**config.mk**
```make
export PLATFORM = sky130hd
export DESIGN_NAME = one_wire_bus_timing_master
export DESIGN_NICKNAME = d
export VERILOG_FILES = /design/src/owbm_pkg.sv /design/src/one_wire_bus_timing_master.sv /design/src/owbm_regs.sv
export VERILOG_INCLUDE_DIRS = /design/src /design/src/src
export SDC_FILE = /design/constraint.sdc
export NUM_CORES = 1
export LEC_CHECK = 0
export ABC_AREA = 1
export BUFFER_PORTS_ARGS = -buffer_cell sky130_fd_sc_hd__buf_2
export CAP_MARGIN = 0
export CORE_MARGIN = 2
export CORE_UTILIZATION = 61
export CTS_CLUSTER_DIAMETER = 200
export DETAILED_ROUTE_END_ITERATION = 6
export PLACE_DENSITY = 0.82
export SLEW_MARGIN = 30
export SYNTH_ARGS = -nofsm -noshare
export SYNTH_HDL_FRONTEND = slang
export SYNTH_SLANG_ARGS = --single-unit
```
**constraint.sdc**
```tcl
create_clock -name clk -period 3.4 [get_ports clk]
set_input_delay 1.02 -clock clk [delete_from_list [all_inputs] [get_ports clk]]
set_output_delay 1.02 -clock clk [all_outputs]
set_load 0.02 [all_outputs]
```
**src/one_wire_bus_timing_master_assert.svh**
```systemverilog
// Assertion macros used by the one-wire bus master RTL.
// Needs a clock named clk and an active-low synchronous reset named rst_n in scope.
`ifndef ONE_WIRE_BUS_TIMING_MASTER_ASSERT_SVH
`define ONE_WIRE_BUS_TIMING_MASTER_ASSERT_SVH

// Same-cycle implication, checked outside reset.
`define OWBM_ASSERT_NOW(lbl, ante, cons) \
  lbl: assert property (@(posedge clk) disable iff (!rst_n) (ante) |-> (cons)) \
    else $error("owbm assertion failed (same cycle)");

// Next-cycle implication, checked outside reset.
`define OWBM_ASSERT_NEXT(lbl, ante, cons) \
  lbl: assert property (@(posedge clk) disable iff (!rst_n) (ante) |=> (cons)) \
    else $error("owbm assertion failed (next cycle)");

`endif

```
**src/owbm_pkg.sv**
```systemverilog
// Package for the one-wire bus master: payload structs, command and phase codes,
// timing register indexes and reset values. Depends on nothing.
package owbm_pkg;

  localparam int REG_W     = 10;
  localparam int NUM_REGS  = 8;
  localparam int REG_IDX_W = 3;
  localparam int PHASE_W   = 4;

  // Command codes.
  localparam logic [2:0] CMD_TICK       = 3'd0;
  localparam logic [2:0] CMD_RESET      = 3'd1;
  localparam logic [2:0] CMD_WRITE_BYTE = 3'd2;
  localparam logic [2:0] CMD_READ_BYTE  = 3'd3;
  localparam logic [2:0] CMD_WRITE_BIT  = 3'd4;
  localparam logic [2:0] CMD_READ_BIT   = 3'd5;

  // Sequencer phases.
  localparam logic [PHASE_W-1:0] PH_IDLE    = 4'd0;
  localparam logic [PHASE_W-1:0] PH_RST_LOW = 4'd1;
  localparam logic [PHASE_W-1:0] PH_RST_S1  = 4'd2;
  localparam logic [PHASE_W-1:0] PH_RST_S2  = 4'd3;
  localparam logic [PHASE_W-1:0] PH_WR_LOW  = 4'd4;
  localparam logic [PHASE_W-1:0] PH_WR_SLOT = 4'd5;
  localparam logic [PHASE_W-1:0] PH_WR_GAP  = 4'd6;
  localparam logic [PHASE_W-1:0] PH_RD_LOW  = 4'd7;
  localparam logic [PHASE_W-1:0] PH_RD_WAIT = 4'd8;
  localparam logic [PHASE_W-1:0] PH_RD_REC  = 4'd9;

  // Timing register indexes.
  localparam logic [REG_IDX_W-1:0] REG_RESET_LOW   = 3'd0;
  localparam logic [REG_IDX_W-1:0] REG_PRES_SAMPLE = 3'd1;
  localparam logic [REG_IDX_W-1:0] REG_RESET_REC   = 3'd2;
  localparam logic [REG_IDX_W-1:0] REG_WRITE_LOW   = 3'd3;
  localparam logic [REG_IDX_W-1:0] REG_WRITE_SLOT  = 3'd4;
  localparam logic [REG_IDX_W-1:0] REG_BYTE_GAP    = 3'd5;
  localparam logic [REG_IDX_W-1:0] REG_READ_LOW    = 3'd6;
  localparam logic [REG_IDX_W-1:0] REG_READ_SAMPLE = 3'd7;

  localparam logic [REG_W-1:0] REG_RESET_VAL [NUM_REGS] =
    '{10'd500, 10'd30, 10'd470, 10'd5, 10'd80, 10'd100, 10'd2, 10'd15};

  typedef struct packed {
    logic [2:0] cmd;
    logic [7:0] data_byte;
    logic       bus_level;
  } owbm_in_t;

  typedef struct packed {
    logic       drive_low;
    logic       busy_res;
    logic       done_res;
    logic       presence;
    logic [7:0] read_value;
    logic       rejected;
  } owbm_out_t;

endpackage

```
**src/one_wire_bus_timing_master.sv**
```systemverilog
// Top level of the one-wire bus timing master: phase sequencer, result register.
// Depends on owbm_pkg, owbm_regs and one_wire_bus_timing_master_assert.svh.
//
//   Channel  Ports                              Direction  Transfer when
//   input    in_valid, in_ready, in_data        into       in_valid & in_ready
//   result   out_valid, out_ready, out_data     out of     out_valid & out_ready
//   config   cfg_we, cfg_index, cfg_wdata       into       cfg_we
//
// Every input transfer produces exactly one result in the result register; the
// block takes one item per cycle while the single result register is free or being taken.
// A stalled result holds the input side only while out_ready is low and the
// result register is full; otherwise a new item is accepted in the same cycle
// the old result leaves. Reset is synchronous and active low; it clears the
// sequencer and the result valid flag and restores the timing defaults.
module one_wire_bus_timing_master #(
  parameter int COUNT_BITS = 10
) (
  input  logic                           clk,
  input  logic                           rst_n,
  input  logic                           in_valid,
  output logic                           in_ready,
  input  owbm_pkg::owbm_in_t             in_data,
  output logic                           out_valid,
  input  logic                           out_ready,
  output owbm_pkg::owbm_out_t            out_data,
  input  logic                           cfg_we,
  input  logic [owbm_pkg::REG_IDX_W-1:0] cfg_index,
  input  logic [owbm_pkg::REG_W-1:0]     cfg_wdata
);
  import owbm_pkg::*;

  `include "one_wire_bus_timing_master_assert.svh"

  // Sequencer state.
  logic [PHASE_W-1:0]    phase_r,     phase_nxt;
  logic [COUNT_BITS-1:0] tick_r,      tick_nxt;
  logic [2:0]            bit_idx_r,   bit_idx_nxt;
  logic [7:0]            shift_r,     shift_nxt;
  logic                  pres_r,      pres_nxt;
  logic                  drive_r,     drive_nxt;
  logic                  byte_mode_r, byte_mode_nxt;

  // Result register.
  logic                  out_valid_r, out_valid_nxt;
  owbm_out_t             out_r,       out_nxt;

  logic [COUNT_BITS-1:0] phase_len;
  logic                  gap_en;
  logic                  accept;

  owbm_regs #(
    .COUNT_BITS (COUNT_BITS)
  ) u_regs (
    .clk       (clk),
    .rst_n     (rst_n),
    .cfg_we    (cfg_we),
    .cfg_index (cfg_index),
    .cfg_wdata (cfg_wdata),
    .phase     (phase_r),
    .phase_len (phase_len),
    .gap_en    (gap_en)
  );

  // The result register frees up in the same cycle its content is taken.
  assign in_ready  = !out_valid_r || out_ready;
  assign accept    = in_valid && in_ready;
  assign out_valid = out_valid_r;
  assign out_data  = out_r;

  always_comb begin
    logic [COUNT_BITS-1:0] cnt_inc;
    logic                  done;
    logic                  rej;
    logic [7:0]            rval;
    logic                  cur_bit;

    phase_nxt     = phase_r;
    tick_nxt      = tick_r;
    bit_idx_nxt   = bit_idx_r;
    shift_nxt     = shift_r;
    pres_nxt      = pres_r;
    drive_nxt     = drive_r;
    byte_mode_nxt = byte_mode_r;
    done          = 1'b0;
    rej           = 1'b0;
    rval          = '0;
    cur_bit       = shift_r[bit_idx_r];
    // The tick counter saturates at its top value.
    cnt_inc       = (tick_r != {COUNT_BITS{1'b1}}) ? tick_r + 1'b1 : tick_r;

    if (in_data.cmd != CMD_TICK) begin
      // Unknown command codes fall through every arm and change nothing.
      if (phase_r != PH_IDLE) begin
        rej = (in_data.cmd == CMD_RESET) || (in_data.cmd == CMD_WRITE_BYTE) ||
              (in_data.cmd == CMD_READ_BYTE) || (in_data.cmd == CMD_WRITE_BIT) ||
              (in_data.cmd == CMD_READ_BIT);
      end else begin
        case (in_data.cmd)
          CMD_RESET: begin
            shift_nxt = '0;
            phase_nxt = PH_RST_LOW;
            tick_nxt  = '0;
            drive_nxt = 1'b1;
          end
          CMD_WRITE_BYTE, CMD_WRITE_BIT: begin
            byte_mode_nxt = (in_data.cmd == CMD_WRITE_BYTE);
            shift_nxt     = (in_data.cmd == CMD_WRITE_BYTE) ? in_data.data_byte
                                                            : {7'd0, in_data.data_byte[0]};
            bit_idx_nxt   = '0;
            phase_nxt     = PH_WR_LOW;
            tick_nxt      = '0;
            drive_nxt     = 1'b1;
          end
          CMD_READ_BYTE, CMD_READ_BIT: begin
            byte_mode_nxt = (in_data.cmd == CMD_READ_BYTE);
            shift_nxt     = '0;
            bit_idx_nxt   = '0;
            phase_nxt     = PH_RD_LOW;
            tick_nxt      = '0;
            drive_nxt     = 1'b1;
          end
          default: begin
          end
        endcase
      end
    end else if (phase_r != PH_IDLE) begin
      tick_nxt = cnt_inc;
      if (cnt_inc >= phase_len) begin
        // Every transition restarts the count; drive defaults to released.
        tick_nxt  = '0;
        drive_nxt = 1'b0;
        case (phase_r)
          PH_RST_LOW: begin
            phase_nxt = PH_RST_S1;
          end
          PH_RST_S1: begin
            // First presence sample: a device answers by holding the line low.
            shift_nxt = {7'd0, !in_data.bus_level};
            phase_nxt = PH_RST_S2;
          end
          PH_RST_S2: begin
            // Second sample: the line must be back high.
            pres_nxt  = shift_r[0] && in_data.bus_level;
            shift_nxt = '0;
            phase_nxt = PH_IDLE;
            done      = 1'b1;
          end
          PH_WR_LOW: begin
            // A zero bit keeps the line low through the whole slot.
            phase_nxt = PH_WR_SLOT;
            drive_nxt = !cur_bit;
          end
          PH_WR_SLOT: begin
            if (byte_mode_r && (bit_idx_r != 3'd7)) begin
              bit_idx_nxt = bit_idx_r + 3'd1;
              phase_nxt   = PH_WR_LOW;
              drive_nxt   = 1'b1;
            end else if (byte_mode_r && gap_en) begin
              phase_nxt = PH_WR_GAP;
            end else begin
              phase_nxt = PH_IDLE;
              done      = 1'b1;
            end
          end
          PH_WR_GAP: begin
            phase_nxt = PH_IDLE;
            done      = 1'b1;
          end
          PH_RD_LOW: begin
            phase_nxt = PH_RD_WAIT;
          end
          PH_RD_WAIT: begin
            shift_nxt            = shift_r;
            shift_nxt[bit_idx_r] = shift_r[bit_idx_r] | in_data.bus_level;
            if (byte_mode_r) begin
              phase_nxt = PH_RD_REC;
            end else begin
              phase_nxt = PH_IDLE;
              done      = 1'b1;
              rval      = {7'd0, shift_nxt[0]};
            end
          end
          default: begin
            // Read recovery: next bit or end of the byte.
            if (bit_idx_r != 3'd7) begin
              bit_idx_nxt = bit_idx_r + 3'd1;
              phase_nxt   = PH_RD_LOW;
              drive_nxt   = 1'b1;
            end else begin
              phase_nxt = PH_IDLE;
              done      = 1'b1;
              rval      = shift_r;
            end
          end
        endcase
      end
    end

    out_nxt.drive_low  = drive_nxt;
    out_nxt.busy_res   = (phase_nxt != PH_IDLE);
    out_nxt.done_res   = done;
    out_nxt.presence   = pres_nxt;
    out_nxt.read_value = rval;
    out_nxt.rejected   = rej;

    out_valid_nxt = accept ? 1'b1 : (out_valid_r && !out_ready);
  end

  // Control state: cleared by reset; out_valid_r aside, updated only on a transfer.
  always_ff @(posedge clk) begin
    if (!rst_n) begin
      phase_r     <= PH_IDLE;
      tick_r      <= '0;
      bit_idx_r   <= '0;
      shift_r     <= '0;
      pres_r      <= 1'b0;
      drive_r     <= 1'b0;
      byte_mode_r <= 1'b0;
      out_valid_r <= 1'b0;
    end else begin
      out_valid_r <= out_valid_nxt;
      if (accept) begin
        phase_r     <= phase_nxt;
        tick_r      <= tick_nxt;
        bit_idx_r   <= bit_idx_nxt;
        shift_r     <= shift_nxt;
        pres_r      <= pres_nxt;
        drive_r     <= drive_nxt;
        byte_mode_r <= byte_mode_nxt;
      end
    end
  end

  // Result payload needs no reset.
  always_ff @(posedge clk) begin
    if (accept) begin
      out_r <= out_nxt;
    end
  end

  `OWBM_ASSERT_NOW(a_done_not_busy, out_valid_r && out_r.done_res, !out_r.busy_res)
  `OWBM_ASSERT_NOW(a_reject_busy, out_valid_r && out_r.rejected, out_r.busy_res)
  `OWBM_ASSERT_NOW(a_rval_on_done, out_valid_r && (out_r.read_value != '0), out_r.done_res)
  `OWBM_ASSERT_NOW(a_idle_released, phase_r == PH_IDLE, !drive_r)
  `OWBM_ASSERT_NEXT(a_stall_blocks, accept, out_valid_r)

endmodule

```
**src/owbm_regs.sv**
```systemverilog
// Timing register file of the one-wire bus master, with length selection per phase
// and clipping to the tick counter range. Depends on owbm_pkg.
module owbm_regs #(
  parameter int COUNT_BITS = 10
) (
  input  logic                              clk,
  input  logic                              rst_n,
  input  logic                              cfg_we,
  input  logic [owbm_pkg::REG_IDX_W-1:0]    cfg_index,
  input  logic [owbm_pkg::REG_W-1:0]        cfg_wdata,
  input  logic [owbm_pkg::PHASE_W-1:0]      phase,
  output logic [COUNT_BITS-1:0]             phase_len,
  output logic                              gap_en
);
  import owbm_pkg::*;

  localparam int LW = (COUNT_BITS > REG_W) ? COUNT_BITS : REG_W;

  logic [REG_W-1:0]     regs_r [NUM_REGS];
  logic [REG_IDX_W-1:0] sel;
  logic [LW-1:0]        ext;
  logic [LW-1:0]        cnt_max;

  always_ff @(posedge clk) begin
    if (!rst_n) begin
      for (int i = 0; i < NUM_REGS; i++) begin
        regs_r[i] <= REG_RESET_VAL[i];
      end
    end else if (cfg_we) begin
      regs_r[cfg_index] <= cfg_wdata;
    end
  end

  always_comb begin
    case (phase)
      PH_RST_LOW: sel = REG_RESET_LOW;
      PH_RST_S1:  sel = REG_PRES_SAMPLE;
      PH_RST_S2:  sel = REG_RESET_REC;
      PH_WR_LOW:  sel = REG_WRITE_LOW;
      PH_WR_SLOT: sel = REG_WRITE_SLOT;
      PH_WR_GAP:  sel = REG_BYTE_GAP;
      PH_RD_LOW:  sel = REG_READ_LOW;
      default:    sel = REG_READ_SAMPLE;
    endcase
  end

  // A length beyond the counter range is clipped to the counter's top value.
  assign cnt_max   = LW'({COUNT_BITS{1'b1}});
  assign ext       = LW'(regs_r[sel]);
  assign phase_len = (ext > cnt_max) ? COUNT_BITS'(cnt_max) : COUNT_BITS'(ext);
  assign gap_en    = (regs_r[REG_BYTE_GAP] != '0);

endmodule
```
==> results.ini <==
[logic_synthesis]
synthAdderAreaFrac=0.0299
synth.avg_cell_area_sq_um=8.07
ys_warn_count=0
ys_ff_latch=122
synth_top_family_by_area=simple AND/OR/NAND/NOR gates
synth_cell_types=43
synth_top_area_cell=edfxtp_1
synth.area.top_cells=edfxtp_1, nand2_1, dfxtp_1
seq_area_frac_synth=0.503
synth-xor-area-share=0.00523
synth_edf_count=93
syn_area_sq_mm=0.00670
ys_async_sr_fraction=0
synth_compound_area_frac=0.109
synth_cells=831
synth.area.mux_share=0.00803
synth_top_area_share=0.417
synthesis.nets=877
synthFlopType=edfxtp_1
synth-simple-area-share=0.264

[min_path]
hold_start=tick_r[9]
min_to=tick_r[9]
hold_path_class=reg -> reg
hold_depth=2

[finish]
seqCellArea_sq_mm=0.00338
multi_input_area_sq_mm=0.00280
layout_common_cells=nand2_1, nor2_1, edfxtp_1
final_layout_size_suffix_gt1_frac=0.134
antennaDiodeCount=0
fin_area_sq_mm=0.00773
final_common_cell=nand2_1
final_nets=927
fill_cells=816
area_growth_pct=15.4

[pwr]
ir_worst_vdd_v=0.000452
power_density_mw_per_mm2=556
finalPower_uw=4300
leakagePower_uw=0.00338

[placement]
dp_slack_ns=0.190
placed_area_sq_mm=0.00708
globalplace.congestion=0.968
dp_hpwl_um=11400
port_buffers=44

[cts]
cts_root_buf=clkbuf_8
cts_tree=done
cts.sinks=122
clkLatencyLatePin_ns=0.54
clk_path_buf_depth=2
clkTransAtPathRegs_ns=0.06
numCtsBuffers=17
cts_hold_buf=0
cts_setup_buffers=0
cts_htree_levels=4

[timing]
period_needed_ns=3.17
hold_violations=0
skew_ns=0.00567
worst_slew_pin_slew_ns=0.576
setup_slack_ns=0.229
max_freq_mhz=315
slew_headroom=0.614
hold_ws_ns=0.477
final-max-slew-violation-count=0
min_period_over_period=0.933
setup_viol=0

[drt]
ant_nets=0
drtIter0Drc=576
dr_total_vias=5914
drc=0
post_drt_wl_per_cell_um=15.9
viasPerCell=5.72
firstDrtPassIters=5
totalWireLength_um=16500

[worst_setup_path]
path_cells=inv_2, nor2_2, nand2_1, inv_2, a21oi_2, buf_4, nor2_1, nor2_1, o21ai_0, nand3_1, o21ai_1, ha_1, nand2_1, nor2_1, nand3_1, nand3_2, nand2_1, nand2_1, nand2_4, nand2_1, nand2_1, nor2_1
crit_type=reg -> reg
crit_top_cell=nand2_1
cp-end-kind=flip-flop
regToRegSetupSlack_ns=0.23
worstPathArrival_ns=3.60
r2r-end=shift_r[4]
crit_start=phase_r[2]
critPathLaunchType=flip-flop
cpPeakStageDelay_ns=0.47
crit_path_max_fanout=15
required_ns=3.83
r2r_cells=22
critPathSlowestCell=dfxtp_1
r2r_start=phase_r[2]

[floorplan]
die_area_sq_mm=0.0118
fp.dieH_um=109
core_sq_mm=0.0108
fp.dieW_um=109
io_pins=45
rows=38
initial_utilization=0.621

[global_route]
grt_pass1_wl_um=26400
use_met1=0.356
grt_use_met2=0.507
grt_overflow_total=0
top_usage_layer=met2
track_usage=0.297
antenna_found_initial=0
grt_max_degree=55
grtUsageMet3=0.0813
grt_pass1_vias=5566

[job]
drv_cap=0

[status]
status=completed

-- layout make-up --
cell class,count,area share
Tap cell,140,0.0226
Timing Repair Buffer,56,0.0434
Multi-Input combinational cell,577,0.363
Inverter,107,0.0521
Clock buffer,17,0.0535
Sequential cell,122,0.436
Clock inverter,15,0.0294
-- worst max path at each step --
| stage | endpoint | depth (start not counted) |
|---|---|---|
| 2_1_floorplan | shift_r[3] | 21 |
| 3_3_place_gp | shift_r[6] | 18 |
| 3_5_place_dp | shift_r[5] | 18 |
| 4_1_cts | shift_r[4] | 21 |
| 5_1_grt | shift_r[4] | 24 |
| 6_report | shift_r[4] | 22 |
-- flip-flops by register name (all words and copies together), names as in the netlist --
name and flops:
u_regs.regs_r 80, out_data 13, tick_r 10, shift_r 8, phase_r 4, bit_idx_r 3, byte_mode_r 1, drive_r 1
out_valid 1, pres_r 1
-- power breakdown --
part | switching [uW] | total, uW | internal (uW)
registers | 41.8 | 1740 | 1700
clock network | 650 | 1980 | 1320
logic | 401 | 586 | 185
-- synth_stat cells, types with 2 or more instances --
cell,number
inv_2,10
nand4_1,3
ha_1,16
nor2_4,3
nor3_1,13
edfxtp_1,93
mux2i_1,2
nand3_1,30
nand2_1,226
clkinv_1,4
dfxtp_1,29
a21oi_2,4
inv_1,92
o311ai_1,4
or2_2,2
buf_1,2
mux2_2,3
xnor2_1,3
a31oi_1,4
buf_4,5
o311ai_0,10
o21ai_1,7
o211ai_1,19
nand2_2,3
nand3_2,3
clkbuf_1,6
buf_2,11
nor2_1,144
a21oi_1,43
o21ai_0,23
nor2_2,2
-- through the flow --
step                utilization  TNS (ns)  std cells
floorplan                     -         0        831
global placement          0.656         0       1002
detailed placement        0.656         0       1002
CTS                       0.716         0       1034
global route              0.717   -0.0248       1034
finish                    0.717         0       1034
-- cells by family (layout without fill, tap and decap cells) --
logic type | Yosys count | count (layout)
simple gates | 433 | 433
fa+ha+maj | 16 | 16
buf+inv | 132 | 195
compound gates | 119 | 119
mux | 5 | 5
flops | 122 | 122
xor+xnor | 4 | 4
-- worst max-delay path: cells and delay by family (launching register included) --
family | cells | cell delay [ns]
adder cells (fa/ha/maj) | 1 | 0.27
AO/OA/AOI/OAI | 3 | 0.28
flip-flops | 1 | 0.47
buffers and inverters | 3 | 0.35
AND/OR/NAND/NOR | 15 | 1.64
-- metal layers --
metal	part of all wire	wire [um]
met1	0.39	6350
met2	0.50	8260
met3	0.084	1380
met4	0.028	465
met5	0	0
-- repair_timing --
item,in CTS,in global routing
hold endpoints to repair,0,0
gates resized for setup,0,3
endpoints found under the setup margin,0,15
No activity file was read; power rests on OpenSTA's default activity.
